--- config.mk ---
export PLATFORM = sky130hd
export DESIGN_NAME = flood_relay_dedupe_filter
export DESIGN_NICKNAME = d
export VERILOG_FILES = /design/src/frdf_pkg.sv /design/src/frdf_cache_mem.sv /design/src/frdf_cfg_regs.sv /design/src/flood_relay_dedupe_filter.sv
export VERILOG_INCLUDE_DIRS = /design/src /design/src/src
export SDC_FILE = /design/constraint.sdc
export NUM_CORES = 2
export LEC_CHECK = 0
export ABC_CLOCK_PERIOD_IN_PS = 6900
export BUFFER_PORTS_ARGS = -buffer_cell sky130_fd_sc_hd__buf_2
export CELL_PAD_IN_SITES_DETAIL_PLACEMENT = 1
export CELL_PAD_IN_SITES_GLOBAL_PLACEMENT = 2
export CORE_MARGIN = 2
export CORE_UTILIZATION = 45
export CTS_CLUSTER_SIZE = 8
export DETAILED_ROUTE_END_ITERATION = 8
export GPL_TIMING_DRIVEN = 0
export HOLD_SLACK_MARGIN = 0.05
export PLACE_DENSITY = 0.77
export SLEW_MARGIN = 20
export SYNTH_ARGS = -nofsm -noshare
export SYNTH_HDL_FRONTEND = slang
export SYNTH_SLANG_ARGS = --single-unit
--- constraint.sdc ---
create_clock -name aclk -period 6.9 [get_ports aclk]
set_input_delay 1.035 -clock aclk [delete_from_list [all_inputs] [get_ports aclk]]
set_output_delay 1.035 -clock aclk [all_outputs]
set_load 0.02 [all_outputs]
--- src/assert_macros.svh ---
// assertion macros used by the top-level filter rtl
`ifndef ASSERT_MACROS_SVH
`define ASSERT_MACROS_SVH

`ifndef SYNTH

// clocked property, skipped while reset is asserted
`define FRDF_ASSERT(lbl, clk, rstn, prop, msg) \
    lbl: assert property (@(posedge clk) disable iff (!(rstn)) (prop)) else $error(msg);

// clocked property, checked during reset too
`define FRDF_ASSERT_ALWAYS(lbl, clk, prop, msg) \
    lbl: assert property (@(posedge clk) (prop)) else $error(msg);

`else

`define FRDF_ASSERT(lbl, clk, rstn, prop, msg)
`define FRDF_ASSERT_ALWAYS(lbl, clk, prop, msg)

`endif

`endif

--- src/frdf_pkg.sv ---
package frdf_pkg;

    // duplicate cache geometry
    localparam int CACHE_ENTRIES = 20;
    localparam int IDX_W = (CACHE_ENTRIES > 1) ? $clog2(CACHE_ENTRIES) : 1;
    localparam logic [IDX_W-1:0] LAST_IDX = IDX_W'(CACHE_ENTRIES - 1);

    // frame header checks
    localparam logic [7:0] HEADER_BYTES      = 8'd22;
    localparam logic [7:0] RESET_MAGIC_FIRST = 8'd77;
    localparam logic [7:0] RESET_MAGIC_SECOND = 8'd82;

    // stream widths
    localparam int S_TDATA_W = 104;
    localparam int S_TUSER_W = 2;
    localparam int M_TDATA_W = 8;
    localparam int M_TUSER_W = 3;

    // configuration port
    localparam int CFG_ADDR_W = 3;
    localparam int CFG_DATA_W = 32;

    typedef enum logic {
        REG_MAGIC_FIRST  = 1'b0,
        REG_MAGIC_SECOND = 1'b1
    } reg_idx_t;

    typedef struct packed {
        logic [7:0] magic_second;
        logic [7:0] magic_first;
    } cfg_t;

    typedef enum logic [2:0] {
        V_NOT_DONE  = 3'd0,
        V_CRC_ERR   = 3'd1,
        V_SHORT     = 3'd2,
        V_BAD_MAGIC = 3'd3,
        V_DUPLICATE = 3'd4,
        V_EXPIRED   = 3'd5,
        V_FORWARD   = 3'd6
    } verdict_t;

    // one cache entry: id and source pair
    typedef struct packed {
        logic [55:0] source;
        logic [15:0] id;
    } cache_entry_t;

endpackage

--- src/frdf_cache_mem.sv ---
module frdf_cache_mem (
    input  logic                       aclk,
    input  logic                       we,
    input  logic [frdf_pkg::IDX_W-1:0] waddr,
    input  frdf_pkg::cache_entry_t     wdata,
    input  logic [frdf_pkg::IDX_W-1:0] raddr,
    output frdf_pkg::cache_entry_t     rdata
);
    import frdf_pkg::*;

    cache_entry_t mem [CACHE_ENTRIES];
    cache_entry_t rdata_reg;

    // single write port
    always_ff @(posedge aclk) begin
        if (we) begin
            mem[waddr] <= wdata;
        end
    end

    // registered read port
    always_ff @(posedge aclk) begin
        rdata_reg <= mem[raddr];
    end

    assign rdata = rdata_reg;

endmodule

--- src/frdf_cfg_regs.sv ---
module frdf_cfg_regs (
    input  logic                            aclk,
    input  logic                            aresetn,
    input  logic                            psel,
    input  logic                            penable,
    input  logic                            pwrite,
    input  logic [frdf_pkg::CFG_ADDR_W-1:0] paddr,
    input  logic [frdf_pkg::CFG_DATA_W-1:0] pwdata,
    output logic [frdf_pkg::CFG_DATA_W-1:0] prdata,
    output logic                            pready,
    output frdf_pkg::cfg_t                  cfg
);
    import frdf_pkg::*;

    cfg_t     cfg_reg;
    reg_idx_t wr_idx;
    logic     wr_en;

    assign pready = 1'b1;
    assign wr_en  = psel && penable && pwrite;
    assign wr_idx = reg_idx_t'(paddr[2]);

    // register writes on the access phase
    always_ff @(posedge aclk) begin
        if (!aresetn) begin
            cfg_reg.magic_first  <= RESET_MAGIC_FIRST;
            cfg_reg.magic_second <= RESET_MAGIC_SECOND;
        end else if (wr_en) begin
            unique case (wr_idx)
                REG_MAGIC_FIRST:  cfg_reg.magic_first  <= pwdata[7:0];
                REG_MAGIC_SECOND: cfg_reg.magic_second <= pwdata[7:0];
                default: ;
            endcase
        end
    end

    // read mux
    always_comb begin
        unique case (wr_idx)
            REG_MAGIC_FIRST:  prdata = {{(CFG_DATA_W-8){1'b0}}, cfg_reg.magic_first};
            REG_MAGIC_SECOND: prdata = {{(CFG_DATA_W-8){1'b0}}, cfg_reg.magic_second};
            default:          prdata = '0;
        endcase
    end

    assign cfg = cfg_reg;

endmodule

--- src/flood_relay_dedupe_filter.sv ---
// packets dropped by the header checks go from the idle state straight to the emit state;
// packets that pass them first scan all CACHE_ENTRIES entries of the duplicate cache
// a new packet is accepted only after the previous result is loaded; the scan reads the
//   cache memory read port one entry per cycle
// reset: synchronous active-low aresetn clears valid bits, ring pointer and fsm, and presets
//   the magic regs; cache memory is not cleared, entries are gated by their valid bits
`include "assert_macros.svh"

module flood_relay_dedupe_filter (
    input  logic                            aclk,
    input  logic                            aresetn,
    // input stream
    input  logic                            s_tvalid,
    output logic                            s_tready,
    // byte_count[7:0], magic_byte_a[15:8], magic_byte_b[23:16], hop_limit[31:24],
    // message_id[47:32], source_name[103:48]
    input  logic [frdf_pkg::S_TDATA_W-1:0]  s_tdata,
    // rx_done[0], crc_error[1]
    input  logic [frdf_pkg::S_TUSER_W-1:0]  s_tuser,
    // result stream
    output logic                            m_tvalid,
    input  logic                            m_tready,
    // forward_hops[7:0]
    output logic [frdf_pkg::M_TDATA_W-1:0]  m_tdata,
    // verdict[2:0]
    output logic [frdf_pkg::M_TUSER_W-1:0]  m_tuser,
    // configuration port
    input  logic                            psel,
    input  logic                            penable,
    input  logic                            pwrite,
    input  logic [frdf_pkg::CFG_ADDR_W-1:0] paddr,
    input  logic [frdf_pkg::CFG_DATA_W-1:0] pwdata,
    output logic [frdf_pkg::CFG_DATA_W-1:0] prdata,
    output logic                            pready
);
    import frdf_pkg::*;

    typedef enum logic [1:0] {
        S_IDLE,
        S_SCAN,
        S_EMIT
    } state_t;

    state_t            state_reg;
    cfg_t              cfg;

    // latched packet
    cache_entry_t      item_reg;
    logic [7:0]        hops_reg;
    verdict_t          verdict_reg;
    logic              insert_reg;

    // scan pipeline
    logic [IDX_W-1:0]  addr_reg;
    logic              issue_reg;
    logic              cmp_valid_reg;
    logic [IDX_W-1:0]  cmp_idx_reg;
    logic              hit_reg;

    // cache bookkeeping
    logic              valid_reg [CACHE_ENTRIES];
    logic [IDX_W-1:0]  ptr_reg;
    logic [IDX_W-1:0]  ptr_next;

    // result register
    logic              m_tvalid_reg;
    logic [7:0]        m_tdata_reg;
    verdict_t          m_tuser_reg;

    cache_entry_t      rd_entry;
    cache_entry_t      in_entry;
    logic              in_done;
    logic              in_crc;
    logic [7:0]        in_count;
    logic [7:0]        in_ma;
    logic [7:0]        in_mb;
    logic [7:0]        in_hops;
    logic              s_fire;
    logic              out_free;
    logic              cmp_hit;
    logic              scan_last;
    logic              mem_we;

    frdf_cfg_regs u_cfg (
        .aclk    (aclk),
        .aresetn (aresetn),
        .psel    (psel),
        .penable (penable),
        .pwrite  (pwrite),
        .paddr   (paddr),
        .pwdata  (pwdata),
        .prdata  (prdata),
        .pready  (pready),
        .cfg     (cfg)
    );

    frdf_cache_mem u_mem (
        .aclk  (aclk),
        .we    (mem_we),
        .waddr (ptr_reg),
        .wdata (item_reg),
        .raddr (addr_reg),
        .rdata (rd_entry)
    );

    // input field unpacking
    assign in_done         = s_tuser[0];
    assign in_crc          = s_tuser[1];
    assign in_count        = s_tdata[7:0];
    assign in_ma           = s_tdata[15:8];
    assign in_mb           = s_tdata[23:16];
    assign in_hops         = s_tdata[31:24];
    assign in_entry.id     = s_tdata[47:32];
    assign in_entry.source = s_tdata[103:48];

    // handshake and scan helpers
    assign s_tready  = (state_reg == S_IDLE);
    assign s_fire    = s_tvalid && s_tready;
    assign out_free  = !m_tvalid_reg || m_tready;
    assign cmp_hit   = cmp_valid_reg && valid_reg[cmp_idx_reg] && (rd_entry == item_reg);
    assign scan_last = cmp_valid_reg && (cmp_idx_reg == LAST_IDX);
    assign mem_we    = (state_reg == S_EMIT) && out_free && insert_reg;
    assign ptr_next  = (ptr_reg == LAST_IDX) ? '0 : ptr_reg + 1'b1;

    // control fsm, scan pipeline and result register
    always_ff @(posedge aclk) begin
        if (!aresetn) begin
            state_reg     <= S_IDLE;
            issue_reg     <= 1'b0;
            cmp_valid_reg <= 1'b0;
            hit_reg       <= 1'b0;
            insert_reg    <= 1'b0;
            ptr_reg       <= '0;
            m_tvalid_reg  <= 1'b0;
            for (int i = 0; i < CACHE_ENTRIES; i++) begin
                valid_reg[i] <= 1'b0;
            end
        end else begin
            // result taken while no new one is loaded
            if (m_tvalid_reg && m_tready && (state_reg != S_EMIT)) begin
                m_tvalid_reg <= 1'b0;
            end
            unique case (state_reg)
                S_IDLE: begin
                    if (s_fire) begin
                        item_reg   <= in_entry;
                        hops_reg   <= in_hops;
                        insert_reg <= 1'b0;
                        hit_reg    <= 1'b0;
                        addr_reg   <= '0;
                        // header checks in priority order
                        if (!in_done) begin
                            verdict_reg <= V_NOT_DONE;
                            state_reg   <= S_EMIT;
                        end else if (in_crc) begin
                            verdict_reg <= V_CRC_ERR;
                            state_reg   <= S_EMIT;
                        end else if (in_count < HEADER_BYTES) begin
                            verdict_reg <= V_SHORT;
                            state_reg   <= S_EMIT;
                        end else if (in_ma != cfg.magic_first ||
                                     in_mb != cfg.magic_second) begin
                            verdict_reg <= V_BAD_MAGIC;
                            state_reg   <= S_EMIT;
                        end else begin
                            issue_reg <= 1'b1;
                            state_reg <= S_SCAN;
                        end
                    end
                end
                S_SCAN: begin
                    // issue one read per cycle
                    if (issue_reg) begin
                        if (addr_reg == LAST_IDX) begin
                            issue_reg <= 1'b0;
                        end else begin
                            addr_reg <= addr_reg + 1'b1;
                        end
                    end
                    // issue is already low by the last compare
                    cmp_valid_reg <= issue_reg;
                    cmp_idx_reg   <= addr_reg;
                    if (cmp_hit) begin
                        hit_reg <= 1'b1;
                    end
                    // last compare decides the verdict
                    if (scan_last) begin
                        state_reg <= S_EMIT;
                        if (hit_reg || cmp_hit) begin
                            verdict_reg <= V_DUPLICATE;
                            insert_reg  <= 1'b0;
                        end else begin
                            verdict_reg <= (hops_reg != 8'd0) ? V_FORWARD : V_EXPIRED;
                            insert_reg  <= 1'b1;
                        end
                    end
                end
                S_EMIT: begin
                    if (out_free) begin
                        m_tvalid_reg <= 1'b1;
                        m_tuser_reg  <= verdict_reg;
                        m_tdata_reg  <= (verdict_reg == V_FORWARD) ? hops_reg - 8'd1 : 8'd0;
                        if (insert_reg) begin
                            valid_reg[ptr_reg] <= 1'b1;
                            ptr_reg            <= ptr_next;
                        end
                        state_reg <= S_IDLE;
                    end
                end
                default: state_reg <= S_IDLE;
            endcase
        end
    end

    assign m_tvalid = m_tvalid_reg;
    assign m_tdata  = m_tdata_reg;
    assign m_tuser  = m_tuser_reg;

    // checks
    `FRDF_ASSERT(a_insert_only_new, aclk, aresetn,
        mem_we |-> (verdict_reg == V_FORWARD || verdict_reg == V_EXPIRED),
        "cache insert for a packet that is not new")
    `FRDF_ASSERT(a_ptr_in_range, aclk, aresetn,
        ptr_reg <= LAST_IDX, "ring pointer beyond last cache entry")
    `FRDF_ASSERT(a_insert_sets_valid, aclk, aresetn,
        mem_we |=> valid_reg[$past(ptr_reg)], "inserted entry not marked valid")
    `FRDF_ASSERT(a_result_from_emit, aclk, aresetn,
        $rose(m_tvalid_reg) |-> $past(state_reg == S_EMIT),
        "result transaction raised outside emit state")
    `FRDF_ASSERT(a_no_accept_while_busy, aclk, aresetn,
        (state_reg != S_IDLE) |-> !s_tready, "input accepted during cache scan")

endmodule

==> impl_results.md <==
- Pwr dens: 295 mW/mm^2
- Leading cell type in the layout, fill and taps excluded: edfxtp_1
- DRT Pass-1 Iters: 5
- Hold_buf cts: 0
- Chip width: about 380 um
- Setup violators final: 0
- Clock Sinks: ~1,700
- Startpoint types: register
- Leak: 24.2 nW
- DR vias: 31,300
- Final hold violations: 0
- Commonest non-fill, non-tap cells in the layout: edfxtp_1, mux4_2, clkbuf_16
- Flops & latches, synth: between 1,500 and 2,000
- DR WL/cell: 31.9 um
- Post-synth EDFFs: approximately 1,500
- Clk Latency, worst-skew pair: 0.86 ns
- Slew @ Worst Pin: 1.14 ns
- Max reg flops: 1,440
- Post-Place Cell Area: 0.0688 mm^2
- GR Overflow Total: 0
- Vias in the first global route: between 30,000 and 40,000
- Initial core utilization: 45.4%
- Post-synthesis sequential area ratio: 77.5%
- Initial antenna violation count: 3
- Die ar.: 0.144 mm^2
- WHS Path Cells: 1
- Synth async-reset ratio: 0%
- CP arrival: 4.51 ns
- Hold Path Class: input port to register
- CTS tree: built
- R2R cell count: 6
- Setup ws final: about 3.0 ns
- Count of input and output buffers: 140
- Min-delay src: s_tdata[99]
- # resized after CTS: 0
- CTS buffer count: 228
- Clk_skew: 0.0501 ns
- Cell taking the most area after synthesis: edfxtp_1
- DRC: 0
- ANT cells: 0
- Total number of yosys warnings: 0
- Max IR drop VDD: 0.000213 V
- Number of cell rows: 137
- Worst r2r src: item_reg[55]
- Total of max-cap violations: 0
- Postcts setup bufs: 0
- Worst Path Max Fanout: 21
- R2r setup slk: 2.96 ns
- Vert. Die Dim: 379 um
- Max-slew violations: 0
- Dpl ws: between 2 and 3 ns
- Syn_area_per_cell: 22.9 um^2
- First-pass GRT wire length: 244 mm
- Root buffer cell: clkbuf_16
- Outcome: finished clean
- Synth area leaders: edfxtp_1, mux4_2, dfxtp_1
- Core area: around 0.14 mm^2
- Total Wirelength: around 170 mm
- CP Capture Type: register
- Largest net degree at the start of global routing: 66
- Final nets: 3,402
- Fin area: 0.0754 mm^2
- Share of cells above drive strength 1: about a third
- Endpoint required time on the critical path: 7.48 ns
- Worst rel slew slack: 24.3%
- Worst Hold End: item_reg[67]
- Htree depth: 4
- Tcrit/Tclk final: 57.1%
- Crit path time final: between 3 and 4 ns
- Fill cells: 12,100
- Gpl congestion: 0.791
- Post-Synthesis Cells: 2,761
- Clock transition at the registers of the reported paths: around 0.050 ns
- GRT Util Overall: 24.1%
- Crit path kind: register to register
- DP Wirelength: 110 mm
- Post-synth top area share: about three quarters
- Final TNS setup: 0 ns
- Max Freq: 254 MHz
- Mapped Area: 0.0633 mm^2
- Post-route ant nets: 0
- RR Endpoint: verdict_reg[1]
- Number of top-level pins: about 190
- Post-synth cell types: 54
- 1st-iter DRT viols: 3,639
- Syn-to-layout area delta: 19.0%
- CTS max path bufs: 3
- DR vias/cell: 5.90
- Top FF cell, synth: edfxtp_1
- RSZ-0062 raised after global routing: no
==> through the flow <==
step                      total power, mW  utilization [%]  instances  hold slack, ns
after global placement               12.0             47.6       4800           0.432
after detailed placement             12.1             49.3       4893           0.440
after floorplan                      11.8                -       2784           0.417
after CTS                            22.4             54.0       5309           0.310
final                                22.3             54.0       5309           0.365
after global routing                 22.9             54.0       5309           0.334
==> Yosys cell counts (all sizes together), types with 2 or more instances <==
cell type	number
o22ai	2
xor2	63
mux2	86
a2111oi	2
a21boi	13
conb	2
nor2	48
clkbuf	51
nand2	54
nor4	15
nand3b	9
and2	3
o21a	20
nand3	23
ha	7
nand4	16
mux2i	17
o21bai	14
a21oi	4
mux4	432
dfxtp	137
xnor2	26
edfxtp	1544
o21ai	6
buf	98
nor2b	11
nor3	3
nand4b	2
and3	4
nand2b	8
inv	21
==> worst max-delay path: stages, from the launching register on <==
cell and delay [ns]:
edfxtp_1 0.73, xor2_1 0.36, nor4_1 0.68, nand4_1 0.41, nor4_1 0.93, and3_1 0.45, o22ai_1 0.11
==> how the worst max path moves through the flow <==
| stage | startpoint | endpoint | slack (ns) | depth (start not counted) |
|---|---|---|---|---|
| after CTS | item_reg[55] | verdict_reg[1] | 2.94 | 6 |
| final | item_reg[55] | verdict_reg[1] | 2.96 | 6 |
| after global routing | item_reg[24] | verdict_reg[1] | 2.84 | 6 |
| after detailed placement | m_tready | u_mem.mem[11][8] | 2.70 | 9 |
| after floorplan | m_tready | u_mem.mem[19][0] | 1.51 | 5 |
| after global placement | m_tready | u_mem.mem[15][10] | -3.57 | 6 |
==> where the power goes <==
part | leakage (nW) | total (mW) | internal [mW] | switching, mW
sequential | 15.0 | 11.3 | 11.2 | 0.116
clock | 3.13 | 10.4 | 6.19 | 4.21
combinational | 6.03 | 0.604 | 0.267 | 0.336
==> final cells by class <==
type	instances	area, um^2	area share, %
timing repair buffer	233	2840	3.77
multi-input combinational	933	13500	18.0
inverter	21	86.3	0.115
clock buffer	401	6390	8.47
clock inverter	15	230	0.305
tap	1876	2350	3.11
sequential	1681	49100	65.1
buffer	149	852	1.13
==> layer usage <==
layer	global-route usage [%]	wire length, um	up-vias	part of all wire (%)
met5	0	13	-	0.0077
met4	8.69	5760	2	3.4
met3	5.03	13300	348	7.8
met2	38.4	81900	1569	48
met1	33.1	68700	16900	40
li1	-	-	12500	-
==> logic make-up after synthesis <==
group           count (synthesis)  synth area share [%]
mux                           535                  17.2
xor+xnor                       89                  1.23
buf+inv                       170                  1.46
other cells                     2                0.0119
simple gates                  203                  1.60
fa+ha+maj                       7                 0.138
flops                        1681                  77.5
compound gates                 74                 0.861
Power figures use the tool's default switching activity.
